$ cat src/sfb_pkg.sv
// Shared types, codes and the CRC-16 byte update for the serial frame builder.
`timescale 1ns / 1ps

package sfb_pkg;

    // Operation codes of an input item
    localparam logic [1:0] OP_START_READ  = 2'd0;
    localparam logic [1:0] OP_START_WRITE = 2'd1;
    localparam logic [1:0] OP_BYTE        = 2'd2;

    // CRC-16 polynomial, MSB-first
    localparam logic [15:0] CRC_POLY = 16'h1021;

    // Control byte bits of the header
    localparam int CTRL_READ_BIT  = 7;
    localparam int CTRL_COUNT_BIT = 6;

    // Frame phase
    typedef enum logic [2:0] {
        PH_IDLE,
        PH_RDATA,
        PH_WDATA,
        PH_CRC_LOW,
        PH_CRC_HIGH
    } t_phase;

    // Result kind
    typedef enum logic [2:0] {
        K_HEADER,
        K_RDATA,
        K_WDATA,
        K_CRC_LOW,
        K_DONE,
        K_IGNORED
    } t_kind;

    typedef struct packed {
        logic [7:0]  tx_byte;
        logic [7:0]  rx_data;
        t_kind       kind;
        logic        crc_ok;
        logic [15:0] computed_crc;
        logic        last;
    } t_result;

    // Up to three results caused by one item, entry 0 goes out first
    typedef struct packed {
        logic [1:0]        count;
        t_result [2:0]     res;
    } t_group;

    // One byte folded into the CRC, eight shift steps
    function automatic logic [15:0] crc16_byte(input logic [15:0] crc, input logic [7:0] b);
        logic [15:0] c;
        c = crc ^ {b, 8'h00};
        for (int i = 0; i < 8; i++) begin
            if (c[15]) begin
                c = {c[14:0], 1'b0} ^ CRC_POLY;
            end else begin
                c = {c[14:0], 1'b0};
            end
        end
        return c;
    endfunction

endpackage

$ cat src/sfb_in_if.sv
// Input channel: valid/ready handshake carrying one frame item.
`timescale 1ns / 1ps

interface sfb_in_if;
    logic        valid;
    logic        ready;
    logic [1:0]  operation;
    logic [10:0] address;
    logic [8:0]  count;
    logic [7:0]  data_byte;

    modport source (output valid, output operation, output address, output count,
                    output data_byte, input ready);
    modport sink   (input valid, input operation, input address, input count,
                    input data_byte, output ready);
endinterface

$ cat src/sfb_out_if.sv
// Output channel: valid/ready handshake carrying one result.
`timescale 1ns / 1ps

interface sfb_out_if;
    logic        valid;
    logic        ready;
    logic [7:0]  tx_byte;
    logic [7:0]  rx_data;
    logic [2:0]  kind;
    logic        crc_ok;
    logic [15:0] computed_crc;
    logic        last;

    modport source (output valid, output tx_byte, output rx_data, output kind,
                    output crc_ok, output computed_crc, output last, input ready);
    modport sink   (input valid, input tx_byte, input rx_data, input kind,
                    input crc_ok, input computed_crc, input last, output ready);
endinterface

$ cat src/sfb_result_buf.sv
// Result buffer: holds the results of one item and sends them one per transfer.
`timescale 1ns / 1ps

module sfb_result_buf import sfb_pkg::*; (
    input  logic            i_clk,
    input  logic            i_rst_n,
    input  logic            i_load,
    input  t_group          i_group,
    output logic            o_ready,
    sfb_out_if.source       o_out
);

    logic [1:0]     r_cnt;
    t_result [2:0]  r_res;
    logic           out_fire;

    assign out_fire = o_out.valid && o_out.ready;

    // A new group may enter once the current one is empty or its last result leaves
    assign o_ready = (r_cnt == 2'd0) || ((r_cnt == 2'd1) && o_out.ready);

    // Remaining count
    always_ff @(posedge i_clk) begin
        if (!i_rst_n) begin
            r_cnt <= 2'd0;
        end else if (i_load) begin
            r_cnt <= i_group.count;
        end else if (out_fire) begin
            r_cnt <= r_cnt - 2'd1;
        end
    end

    // Result entries, shifted down as each one goes out
    always_ff @(posedge i_clk) begin
        if (i_load) begin
            r_res <= i_group.res;
        end else if (out_fire) begin
            r_res[0] <= r_res[1];
            r_res[1] <= r_res[2];
        end
    end

    assign o_out.valid        = (r_cnt != 2'd0);
    assign o_out.tx_byte      = r_res[0].tx_byte;
    assign o_out.rx_data      = r_res[0].rx_data;
    assign o_out.kind         = r_res[0].kind;
    assign o_out.crc_ok       = r_res[0].crc_ok;
    assign o_out.computed_crc = r_res[0].computed_crc;
    assign o_out.last         = r_res[0].last;

endmodule

$ cat src/spi_frame_builder_crc_checker_unit.sv
// Top level: frame builder with CRC-16 check on read frames.
// Flow: an item transferred in is held in the input register until the result buffer
//   takes its group; its first result is offered once the group is loaded there.
// Throughput: one byte item per cycle while the output accepts every result; a start item
//   gives three header results sharing the single output channel, so the next item waits.
// Reset (synchronous, active low) clears phase, byte count, CRC, held CRC low byte and valid flags.
`timescale 1ns / 1ps

module spi_frame_builder_crc_checker_unit import sfb_pkg::*; (
    input  logic        i_clk,
    input  logic        i_rst_n,
    sfb_in_if.sink      i_in,
    sfb_out_if.source   o_out
);

    // Input register
    logic        r_in_valid;
    logic [1:0]  r_op;
    logic [10:0] r_addr;
    logic [8:0]  r_count;
    logic [7:0]  r_data;

    // Frame state
    t_phase      r_phase, n_phase;
    logic [8:0]  r_bytes_left, n_bytes_left;
    logic [15:0] r_crc, n_crc;
    logic [7:0]  r_crc_low, n_crc_low;

    logic        grp_ready;
    logic        proc_fire;
    t_group      grp;

    logic        rd;
    logic [7:0]  h0, h1, h2;
    logic [15:0] c1, c2, c3;
    logic [15:0] crc_data;
    logic [8:0]  bytes_dec;

    assign proc_fire  = r_in_valid && grp_ready;
    assign i_in.ready = !r_in_valid || grp_ready;

    // Input register: take a transfer whenever it is empty or the held item moves on
    always_ff @(posedge i_clk) begin
        if (!i_rst_n) begin
            r_in_valid <= 1'b0;
        end else if (i_in.valid && i_in.ready) begin
            r_in_valid <= 1'b1;
        end else if (proc_fire) begin
            r_in_valid <= 1'b0;
        end
    end

    always_ff @(posedge i_clk) begin
        if (i_in.valid && i_in.ready) begin
            r_op    <= i_in.operation;
            r_addr  <= i_in.address;
            r_count <= i_in.count;
            r_data  <= i_in.data_byte;
        end
    end

    // Header bytes and their CRC chain (read frames only)
    assign rd = (r_op == OP_START_READ);
    assign h0 = r_addr[7:0];
    always_comb begin
        h1 = 8'h00;
        h1[CTRL_READ_BIT]  = rd;
        h1[CTRL_COUNT_BIT] = r_count[8];
        h1[2:0]            = r_addr[10:8];
    end
    assign h2 = r_count[7:0];

    assign c1 = rd ? crc16_byte(16'h0000, h0) : 16'h0000;
    assign c2 = rd ? crc16_byte(c1, h1) : 16'h0000;
    assign c3 = rd ? crc16_byte(c2, h2) : 16'h0000;

    assign crc_data  = crc16_byte(r_crc, r_data);
    assign bytes_dec = r_bytes_left - 9'd1;

    // Next state and result group for the held item
    always_comb begin
        n_phase      = r_phase;
        n_bytes_left = r_bytes_left;
        n_crc        = r_crc;
        n_crc_low    = r_crc_low;
        grp          = '0;
        grp.count    = 2'd1;
        grp.res[0].kind         = K_IGNORED;
        grp.res[0].computed_crc = r_crc;
        grp.res[0].last         = 1'b1;

        unique case (r_op) inside
            OP_START_READ, OP_START_WRITE: begin
                grp.count = 2'd3;
                grp.res[0] = '{tx_byte: h0, rx_data: 8'h00, kind: K_HEADER, crc_ok: 1'b0,
                               computed_crc: c1, last: 1'b0};
                grp.res[1] = '{tx_byte: h1, rx_data: 8'h00, kind: K_HEADER, crc_ok: 1'b0,
                               computed_crc: c2, last: 1'b0};
                grp.res[2] = '{tx_byte: h2, rx_data: 8'h00, kind: K_HEADER, crc_ok: 1'b0,
                               computed_crc: c3, last: 1'b1};
                n_crc        = c3;
                n_crc_low    = 8'h00;
                n_bytes_left = r_count;
                if (rd) begin
                    n_phase = (r_count != 9'd0) ? PH_RDATA : PH_CRC_LOW;
                end else begin
                    n_phase = (r_count != 9'd0) ? PH_WDATA : PH_IDLE;
                end
            end
            OP_BYTE: begin
                unique case (r_phase)
                    PH_RDATA: begin
                        n_crc                   = crc_data;
                        n_bytes_left            = bytes_dec;
                        grp.res[0].kind         = K_RDATA;
                        grp.res[0].rx_data      = r_data;
                        grp.res[0].computed_crc = crc_data;
                        if (bytes_dec == 9'd0) begin
                            n_phase = PH_CRC_LOW;
                        end
                    end
                    PH_WDATA: begin
                        n_bytes_left       = bytes_dec;
                        grp.res[0].kind    = K_WDATA;
                        grp.res[0].tx_byte = r_data;
                        if (bytes_dec == 9'd0) begin
                            n_phase = PH_IDLE;
                        end
                    end
                    PH_CRC_LOW: begin
                        n_crc_low       = r_data;
                        grp.res[0].kind = K_CRC_LOW;
                        n_phase         = PH_CRC_HIGH;
                    end
                    PH_CRC_HIGH: begin
                        grp.res[0].kind   = K_DONE;
                        grp.res[0].crc_ok = ({r_data, r_crc_low} == r_crc);
                        n_phase           = PH_IDLE;
                    end
                    default: begin
                        // byte while idle: ignored result, already set up
                    end
                endcase
            end
            default: begin
                // reserved operation: ignored result, state kept
            end
        endcase
    end

    // Frame state registers
    always_ff @(posedge i_clk) begin
        if (!i_rst_n) begin
            r_phase      <= PH_IDLE;
            r_bytes_left <= 9'd0;
            r_crc        <= 16'h0000;
            r_crc_low    <= 8'h00;
        end else if (proc_fire) begin
            r_phase      <= n_phase;
            r_bytes_left <= n_bytes_left;
            r_crc        <= n_crc;
            r_crc_low    <= n_crc_low;
        end
    end

    sfb_result_buf u_result_buf (
        .i_clk   (i_clk),
        .i_rst_n (i_rst_n),
        .i_load  (proc_fire),
        .i_group (grp),
        .o_ready (grp_ready),
        .o_out   (o_out)
    );

endmodule

$ cat src/flat_wrapper.sv
// flat-port wrapper written by rule: the top's interface ports become plain ports
module spi_frame_builder_crc_checker_unit_flat import sfb_pkg::*;
  (i_clk, i_rst_n, i_in_valid, i_in_operation, i_in_address, i_in_count, i_in_data_byte, i_in_ready, o_out_valid, o_out_tx_byte, o_out_rx_data, o_out_kind, o_out_crc_ok, o_out_computed_crc, o_out_last, o_out_ready);
  sfb_in_if i_in_i ();
  sfb_out_if o_out_i ();
  input  logic i_clk;
  input  logic i_rst_n;
  input wire logic [$bits(i_in_i.valid)-1:0] i_in_valid;
  input wire logic [$bits(i_in_i.operation)-1:0] i_in_operation;
  input wire logic [$bits(i_in_i.address)-1:0] i_in_address;
  input wire logic [$bits(i_in_i.count)-1:0] i_in_count;
  input wire logic [$bits(i_in_i.data_byte)-1:0] i_in_data_byte;
  output wire logic [$bits(i_in_i.ready)-1:0] i_in_ready;
  output wire logic [$bits(o_out_i.valid)-1:0] o_out_valid;
  output wire logic [$bits(o_out_i.tx_byte)-1:0] o_out_tx_byte;
  output wire logic [$bits(o_out_i.rx_data)-1:0] o_out_rx_data;
  output wire logic [$bits(o_out_i.kind)-1:0] o_out_kind;
  output wire logic [$bits(o_out_i.crc_ok)-1:0] o_out_crc_ok;
  output wire logic [$bits(o_out_i.computed_crc)-1:0] o_out_computed_crc;
  output wire logic [$bits(o_out_i.last)-1:0] o_out_last;
  input wire logic [$bits(o_out_i.ready)-1:0] o_out_ready;
  assign i_in_i.valid = i_in_valid;
  assign i_in_i.operation = i_in_operation;
  assign i_in_i.address = i_in_address;
  assign i_in_i.count = i_in_count;
  assign i_in_i.data_byte = i_in_data_byte;
  assign i_in_ready = i_in_i.ready;
  assign o_out_valid = o_out_i.valid;
  assign o_out_tx_byte = o_out_i.tx_byte;
  assign o_out_rx_data = o_out_i.rx_data;
  assign o_out_kind = o_out_i.kind;
  assign o_out_crc_ok = o_out_i.crc_ok;
  assign o_out_computed_crc = o_out_i.computed_crc;
  assign o_out_last = o_out_i.last;
  assign o_out_i.ready = o_out_ready;
  spi_frame_builder_crc_checker_unit u_core (.i_clk(i_clk), .i_rst_n(i_rst_n), .i_in(i_in_i), .o_out(o_out_i));
endmodule
$ cat config.mk
export PLATFORM = sky130hd
export DESIGN_NAME = spi_frame_builder_crc_checker_unit_flat
export DESIGN_NICKNAME = d
export VERILOG_FILES = /design/src/sfb_pkg.sv /design/src/sfb_in_if.sv /design/src/sfb_out_if.sv /design/src/sfb_result_buf.sv /design/src/spi_frame_builder_crc_checker_unit.sv /design/src/flat_wrapper.sv
export SDC_FILE = /design/constraint.sdc
export NUM_CORES = 1
export LEC_CHECK = 0
export BUFFER_PORTS_ARGS = -buffer_cell sky130_fd_sc_hd__buf_2
export CORE_MARGIN = 1.5
export CORE_UTILIZATION = 50
export CTS_CLUSTER_DIAMETER = 50
export DETAILED_ROUTE_END_ITERATION = 8
export HOLD_SLACK_MARGIN = 0.06
export PLACE_DENSITY = 0.8
export SYNTH_ARGS = -nofsm -noshare
export SYNTH_HDL_FRONTEND = slang
export SYNTH_HIERARCHICAL = 1
export SYNTH_SLANG_ARGS = --single-unit
$ cat constraint.sdc
create_clock -name i_clk -period 5.4 [get_ports i_clk]
set_clock_uncertainty 0.05 [all_clocks]
set_input_delay 1.08 -clock i_clk [delete_from_list [all_inputs] [get_ports i_clk]]
set_output_delay 1.08 -clock i_clk [all_outputs]
set_load 0.05 [all_outputs]
==> results of run 1 <==
## cell type report
type | count | area (sq um) | area share [%]
Multi-Input combinational cell | 538 | 3900 | 37.8
Clock inverter | 14 | 175 | 1.70
Timing Repair Buffer | 81 | 428 | 4.16
Clock buffer | 18 | 429 | 4.17
Sequential cell | 180 | 5010 | 48.7
Tap cell | 234 | 293 | 2.84
Inverter | 16 | 60.1 | 0.583
## critical path, delay by kind of cell, from the launching register on
kind / cells / cell delay (ns)
flip-flops: 1 / 0.72
XOR/XNOR: 2 / 0.60
AND/OR/NAND/NOR: 2 / 1.05
AO/OA/AOI/OAI: 1 / 0.20
multiplexers: 1 / 0.41
## path summary, 6_finish.rpt
kind	endpoint	slack, ns	start
max reg2reg	u_core/r_crc[14]$_SDFFE_PN0P_	2.25	u_core/r_op[1]$_DFFE_PP_
min	u_core/r_bytes_left[8]$_SDFFE_PN0P_	0.46	u_core/r_bytes_left[8]$_SDFFE_PN0P_
min reg2reg	u_core/r_bytes_left[8]$_SDFFE_PN0P_	0.46	u_core/r_bytes_left[8]$_SDFFE_PN0P_
max	u_core/r_crc[14]$_SDFFE_PN0P_	2.25	u_core/r_op[1]$_DFFE_PP_
## state kept, by name, indices dropped and copies added, names as in the netlist, 9 cells and up
register                                count
u_core/r_addr                              11
u_core/r_bytes_left                         9
u_core/u_result_buf/o_out.computed_crc     16
u_core/r_crc                               16
u_core/u_result_buf/r_res                  74
u_core/r_count                              9
## stage by stage
step / cells / hold slack (ns) / setup slack, ns / instance area, sq um / util (%)
after floorplan: 812 / 0.408 / 1.31 / 9520 / -
after global placement: 1049 / 0.430 / 2.24 / 9690 / 52.2
after detailed placement: 1049 / 0.444 / 2.19 / 9690 / 52.2
after CTS: 1081 / 0.451 / 2.29 / 10300 / 55.4
after global routing: 1081 / 0.505 / 2.06 / 10300 / 55.4
final: 1081 / 0.456 / 2.25 / 10300 / 55.4
## synthesized netlist by cell type, drive strengths merged (8+ instances only)
cell type  count
a21oi         24
and2          21
buf           46
clkbuf        32
dfxtp         39
edfxtp       141
inv           16
mux2          76
nand2         57
nand2b         8
nor2          71
nor2b         17
nor3          14
o21ai         40
xnor2         62
xor2          20
## cells by family after synthesis
logic type,share of synthesized area [%]
flip-flops,53.2
AND/OR/NAND/NOR,10.5
adder cells (fa/ha/maj),0.531
buffers and inverters,6.53
multiplexers,10.3
other,0.0797
XOR/XNOR,9.93
AO/OA/AOI/OAI,8.80
## power groups by stage
stage / logic (mW) / registers [mW] / clock network [mW]
floorplan: 1.14 / 1.93 / 0
global placement: 1.27 / 1.97 / 0
detailed placement: 1.29 / 1.98 / 0
CTS: 1.30 / 1.95 / 1.29
global route: 1.39 / 1.97 / 1.35
finish: 1.30 / 1.95 / 1.27
## routing by layer
metal,part of all wire [%],wire [um]
met2,47,9500
met1,42,8510
met3,8.6,1750
met4,2.4,488
met5,0,0
==> summary.txt, run 1 <==
Yosys
  • Gate count after technology mapping: 785
  • Post-synth cell types: 57
  • Most used DFF post-synth: edfxtp_1
  • Mapped cell area: 9420 sq um
  • Cell taking the most area after synthesis: edfxtp_1
  • Yosys reg bits: 180
  • Number of synthesized flops with an enable pin: 141
  • Sequential area share after synthesis: 53.2%
  • Asr flop ratio synth: 0%
  • Main area contributors after synthesis: edfxtp_1, dfxtp_1, mux2_2, xnor2_1, mux2_4
  • YS warnings: 6
  • Synth Area per Inst: 12.0 sq um
  • Synth top area share: 44.9%

Timing
  • Setup TNS Final: 0 ns
  • Final setup viols: 0
  • Fmax: 0.317 GHz
  • Tcrit/Tclk final: 58.3%
  • Hold Fails Final Rpt: 0
  • RSZ-0062 raised after global routing: no
  • Min Tclk post-route: 3.15 ns
  • Worst-margin pin slew: 1.05 ns
  • Slew Limit Fails: 0
  • Max-slew headroom: 30.0%

Setup path
  • Worst Path Max Fanout: 28
  • Worst-case reg-to-reg path depth: 6
  • Worst setup SP type: register
  • Max incr delay on CP: 0.72 ns
  • Most used cell, CP: xnor2_1
  • Crit path cell chain: or2_2 > nor2_1 > xnor2_1 > xnor2_1 > mux2_2 > o221a_1
  • Slowest cell on the critical path: edfxtp_1
  • Worst Setup Path Type: register to register
  • Crit path DAT: 3.42 ns
  • Worst EP required: 5.67 ns
  • Crit path capture type: register

Floorplan
  • Die area: 19700 sq um
  • Total core area: 18600 sq um
  • Die height: 140 um
  • Cell Rows: 50
  • Die width: 140 um
  • # IOs: 73
  • Starting Density: 50.7%

GRT
  • Congestion Overflow GR: 0
  • Largest net degree at the start of global routing: 75
  • Initial antenna violation count: 0
  • Gr busiest metal: met2
  • Tot GR Track Use: 21.1%
  • Met2 Use GR: 33.6%
  • GR Util met3: 5.20%
  • Met1 usage: 28.4%
  • Number of global-route vias before repair: 5697
  • First-pass GRT wire length: 31500 um

Worst hold path
  • Worst min path class: register to register
  • Worst Hold Path Cells: 2

Power
  • PD cells: 440 nW/um^2
  • Total power: 4.53 mW
  • Sw Pwr: 1.50 mW
  • Peak VDD IR: 0.358 mV
  • Clock share of power: 28.1%
  • Sw frac: 33.1%
  • Static Leakage: 3.84 nW
  • Comb power frac: 28.7%
  • Internal: 3.03 mW
  • Sequential share of power: 43.1%

Route
  • Via density: 5.54
  • Detailed-route wire length: 20200 um
  • Detailed-route via count: 5993
  • Residual DRC: 0
  • 1st-iter DRT viols: 620
  • Pre-antenna DRT Iters: 5
  • Post-route ant nets: 0
  • WL/cell: 18.7 um

Status
  • Status: completed

CTS
  • CTS Buf Count: 17
  • Clock H-tree levels: 4
  • Hold_buf cts: 0
  • Clock tree from TritonCTS: yes
  • Maximum clock path buffer count: 2
  • Clock Latency Late Sink: 0.43 ns
  • CTS Sinks: 180
  • Total setup buffers inserted after CTS: 0
  • CTS root buffer: clkbuf_16
  • Reg clk slew, reported paths: 0.07 ns
  • Post-CTS Resized: 0

Placement
  • Hpwl dp: 13800 um
  • I/O Buffers: 72
  • RePlAce Congestion: 0.920

Layout
  • Share of layout cells above drive strength 1: 23.4%
  • Number of nets in the layout: 872
  • Most frequent cells in the layout: edfxtp_1, buf_2, nor2_1, xnor2_1, nand2_1
  • # fillers: 1530
  • Commonest non-fill, non-tap cell in the layout: edfxtp_1
  • # diodes: 0
  • Synth-to-layout area growth: 9.30%

Job
  • Max cap viols: 0
Note: power is estimated with default switching activity, not from simulation.
==> run 2, diff against run 1 <==
--- a/config.mk
+++ b/config.mk
@@ -5,13 +5,14 @@
 export SDC_FILE = /design/constraint.sdc
 export NUM_CORES = 1
 export LEC_CHECK = 0
+export ABC_AREA = 1
 export BUFFER_PORTS_ARGS = -buffer_cell sky130_fd_sc_hd__buf_2
 export CORE_MARGIN = 1.5
 export CORE_UTILIZATION = 50
 export CTS_CLUSTER_DIAMETER = 50
 export DETAILED_ROUTE_END_ITERATION = 8
 export HOLD_SLACK_MARGIN = 0.06
-export PLACE_DENSITY = 0.8
+export PLACE_DENSITY = 0.83
 export SYNTH_ARGS = -nofsm -noshare
 export SYNTH_HDL_FRONTEND = slang
 export SYNTH_HIERARCHICAL = 1
==> constraint.sdc (replaced) <==
create_clock -name i_clk -period 2.7 [get_ports i_clk]
set_clock_uncertainty 0.05 [all_clocks]
set_input_delay 0.54 -clock i_clk [delete_from_list [all_inputs] [get_ports i_clk]]
set_output_delay 0.54 -clock i_clk [all_outputs]
set_load 0.05 [all_outputs]
==> run 2 against run 1 <==
Compared with the run above:
- setup slack worse by 2.1 ns
- combinational power is 140% higher
- flip-flop and latch count is the same
- first-iteration DRC count grew 53%
- global-route usage grew 4.3 points
- fmax increased by 23%
- count of clock-buffer cells in the layout is 1 higher
- synthesized area grew 0.74%
- clock power grew 98%
- critical path type unchanged
==> summary.txt, run 2 <==
GRT
  • Number of global-route vias before repair: 7391 (was 5697)
  • Initial antenna violation count: 0 (unchanged)
  • Congestion Overflow GR: 0 (unchanged)
  • Largest net degree at the start of global routing: 115 (was 75)
  • First-pass GRT wire length: 38300 um (was 31500 um)
  • Tot GR Track Use: 25.5% (was 21.1%)

Setup path
  • Critical Path Start: u_core/r_op[1]$_DFFE_PP_ (unchanged)
  • Slowest cell on the critical path: edfxtp_1 (unchanged)
  • Worst EP required: 3.02 ns (was 5.67 ns)
  • Worst-case reg-to-reg path depth: 13 (was 6)
  • Critical path depth: 13 (was 6)
  • Most used cell, CP: nand2_1 (was xnor2_1)
  • Worst Setup EP: u_core/r_crc[13]$_SDFFE_PN0P_ (was u_core/r_crc[14]$_SDFFE_PN0P_)
  • Max incr delay on CP: 0.50 ns (was 0.72 ns)
  • CP delay by family, top: simple AND/OR/NAND/NOR gates (unchanged)
  • Worst Path Max Fanout: 12 (was 28)
  • Crit path capture type: register (unchanged)
  • Worst path bufs/invs: 4 (was 0)
  • Reg2reg end: u_core/r_crc[13]$_SDFFE_PN0P_ (was u_core/r_crc[14]$_SDFFE_PN0P_)
  • R2r setup slk: 0.14 ns (was 2.25 ns)
  • Worst setup SP type: register (unchanged)
  • Worst Setup Path Type: register to register (unchanged)
  • Crit path cell chain: nor2_4 > buf_12 > nand3_2 > xor2_1 > inv_1 > nand2_1 > nand2_1 > inv_1 > nand2_1 > nand3_1 > nand3_1 > buf_4 > a21oi_2 (was or2_2 > nor2_1 > xnor2_1 > xnor2_1 > mux2_2 > o221a_1)
  • Crit path DAT: 2.88 ns (was 3.42 ns)
  • Worst r2r src: u_core/r_op[1]$_DFFE_PP_ (unchanged)

Yosys
  • Synth top area share: 44.6% (was 44.9%)
  • Yosys reg bits: 180 (unchanged)
  • Most used DFF post-synth: edfxtp_1 (unchanged)
  • Number of synthesized flops with an enable pin: 141 (unchanged)
  • Synth Area per Inst: 8.51 sq um (was 12.0 sq um)
  • Top cells by count, synth: nand2_1, edfxtp_1, inv_1 (was edfxtp_1, nor2_1, xnor2_1)
  • Asr flop ratio synth: 0% (unchanged)
  • Top-count cell post-synth: nand2_1 (was edfxtp_1)
  • Gate count after technology mapping: 1116 (was 785)
  • Cell taking the most area after synthesis: edfxtp_1 (unchanged)
  • Main area contributors after synthesis: edfxtp_1, nand2_1, dfxtp_1, inv_1, nand3_1 (was edfxtp_1, dfxtp_1, mux2_2, xnor2_1, mux2_4)
  • YS warnings: 6 (unchanged)
  • Post-synth cell types: 46 (was 57)
  • Mapped cell area: 9490 sq um (was 9420 sq um)
  • Sequential area share after synthesis: 52.8% (was 53.2%)

Timing
  • Final setup viols: 0 (unchanged)
  • Min Tclk post-route: 2.56 ns (was 3.15 ns)
  • Slew Limit Fails: 0 (unchanged)
  • Worst-margin pin slew: 0.589 ns (was 1.05 ns)
  • Hold Fails Final Rpt: 0 (unchanged)
  • Max-slew headroom: 60.7% (was 30.0%)
  • Tcrit/Tclk final: 95.0% (was 58.3%)
  • RSZ-0062 raised after global routing: no (unchanged)
  • Setup WS post-layout: 0.136 ns (was 2.25 ns)
  • Setup TNS Final: 0 ns (unchanged)
  • Fmax: 0.390 GHz (was 0.317 GHz)

Power
  • Sequential share of power: 41.6% (was 43.1%)
  • PD cells: 903 nW/um^2 (was 440 nW/um^2)
  • Sw Pwr: 3.60 mW (was 1.50 mW)
  • Total power: 9.62 mW (was 4.53 mW)
  • Sw frac: 37.4% (was 33.1%)
  • Peak VDD IR: 0.611 mV (was 0.358 mV)
  • Comb power frac: 32.2% (was 28.7%)
  • Clock share of power: 26.2% (was 28.1%)
  • Internal: 6.02 mW (was 3.03 mW)
  • Static Leakage: 4.86 nW (was 3.84 nW)

CTS
  • Clock tree from TritonCTS: yes (unchanged)
  • Clock H-tree levels: 4 (unchanged)
  • Post-CTS Resized: 0 (unchanged)
  • Reg clk slew, reported paths: 0.07 ns (about the same)
  • CTS Buf Count: 17 (unchanged)
  • Hold_buf cts: 0 (unchanged)
  • CTS root buffer: clkbuf_16 (unchanged)
  • Maximum clock path buffer count: 2 (unchanged)
  • Clock Latency Late Sink: 0.44 ns (was 0.43 ns)
  • Total setup buffers inserted after CTS: 0 (unchanged)
  • CTS Sinks: 180 (unchanged)

Route
  • Residual DRC: 0 (unchanged)
  • 1st-iter DRT viols: 951 (was 620)
  • Detailed-route wire length: 24600 um (was 20200 um)
  • Via density: 5.43 (was 5.54)
  • Post-route ant nets: 0 (unchanged)
  • Detailed-route via count: 7824 (was 5993)
  • Pre-antenna DRT Iters: 7 (was 5)
  • WL/cell: 17.1 um (was 18.7 um)

Floorplan
  • Die area: 19800 sq um (was 19700 sq um)
  • Cell Rows: 50 (unchanged)
  • Die height: 141 um (was 140 um)
  • Total core area: 18600 sq um (about the same)
  • Die width: 141 um (was 140 um)
  • Starting Density: 50.9% (was 50.7%)
  • # IOs: 73 (unchanged)

Placement
  • Hpwl dp: 18000 um (was 13800 um)
  • RePlAce Congestion: 1.02 (was 0.920)
  • Post-Place Setup Slack: 0.253 ns (was 2.19 ns)
  • Placed insts: 1409 (was 1049)
  • I/O Buffers: 72 (unchanged)

Layout
  • Commonest non-fill, non-tap cell in the layout: nand2_1 (was edfxtp_1)
  • Share of layout cells above drive strength 1: 15.5% (was 23.4%)
  • Post-route insts no fill: 1441 (was 1081)
  • Most frequent cells in the layout: nand2_1, edfxtp_1, inv_1, buf_2, nand3_1 (was edfxtp_1, buf_2, nor2_1, xnor2_1, nand2_1)
  • Number of nets in the layout: 1232 (was 872)
  • Max reg flops: 74 (unchanged)
  • Utilization after layout: 57.2% (was 55.4%)
  • Synth-to-layout area growth: 12.3% (was 9.30%)
  • Reg with most FFs: u_core/u_result_buf/r_res (unchanged)
  • # diodes: 0 (unchanged)

Status
  • Status: completed (unchanged)

Worst hold path
  • Worst min path class: input pin to register (was register to register)

Job
  • Max cap viols: 0 (unchanged)
## run 2: cell count changes after synthesis, sizes merged, moves of 11 or more
cell | previous run | this run
a21oi | 24 | 42
and2 | 21 | 1
buf | 46 | 61
clkbuf | 32 | 14
inv | 16 | 113
mux2 | 76 | 0
nand2 | 57 | 416
nand3 | 2 | 73
nor2b | 17 | 0
nor3 | 14 | 3
o21ai | 40 | 52
xnor2 | 62 | 13
## run 2: power by group through the flow
stage / logic (mW) / clock network [mW] / registers, mW
after floorplan: 2.52 / 0 / 4.02
after global placement: 3.00 / 0 / 4.05
after detailed placement: 3.06 / 0 / 4.06
after CTS: 3.08 / 2.56 / 4.01
after global routing: 3.37 / 2.66 / 4.06
final: 3.10 / 2.52 / 4.01
## run 2: layer usage
layer	up-vias	track usage [%]	part of all wire [%]
met5	-	0	0
met4	0	10.8	3.3
met3	61	5.13	8.7
met2	422	41.4	47
met1	3602	33.3	41
li1	3739	-	-
## run 2: per-stage QoR
step | hold WS, ns | cell area [sq um]
after floorplan | 0.395 | 9620
after global placement | 0.407 | 10100
after detailed placement | 0.409 | 10100
after CTS | 0.214 | 10700
after global routing | 0.207 | 10700
final | 0.229 | 10700
## run 2: area by class of cell
type,instances,area [sq um]
sequential,180,5010
inverter,114,438
timing repair buffer,107,648
clock buffer,19,433
clock inverter,13,160
multi-input combinational,774,3670
fill,1639,7980
tap,234,293
## run 2: logic make-up after synthesis
group           after synthesis  synth area share, %
flops                       180                 52.8
fa+ha+maj                     4                0.527
compound gates              135                 8.36
other cells                   2               0.0791
buf+inv                     189                 9.83
xor+xnor                     29                 2.95
simple gates                577                 25.4
## run 2: worst min path at each step
| stage | startpoint | end | slack [ns] | cells after the start |
|---|---|---|---|---|
| 2_1_floorplan | u_core/r_crc[4]$_SDFFE_PN0P_ | u_core/r_crc[4]$_SDFFE_PN0P_ | 0.40 | 2 |
| 3_3_place_gp | u_core/r_crc[4]$_SDFFE_PN0P_ | u_core/r_crc[4]$_SDFFE_PN0P_ | 0.41 | 2 |
| 3_5_place_dp | u_core/r_crc[4]$_SDFFE_PN0P_ | u_core/r_crc[4]$_SDFFE_PN0P_ | 0.41 | 2 |
| 4_1_cts | i_in_count[4] | u_core/r_count[4]$_DFFE_PP_ | 0.21 | 1 |
| 5_1_grt | i_in_address[4] | u_core/r_addr[4]$_DFFE_PP_ | 0.21 | 1 |
| 6_report | i_in_address[5] | u_core/r_addr[5]$_DFFE_PP_ | 0.23 | 1 |
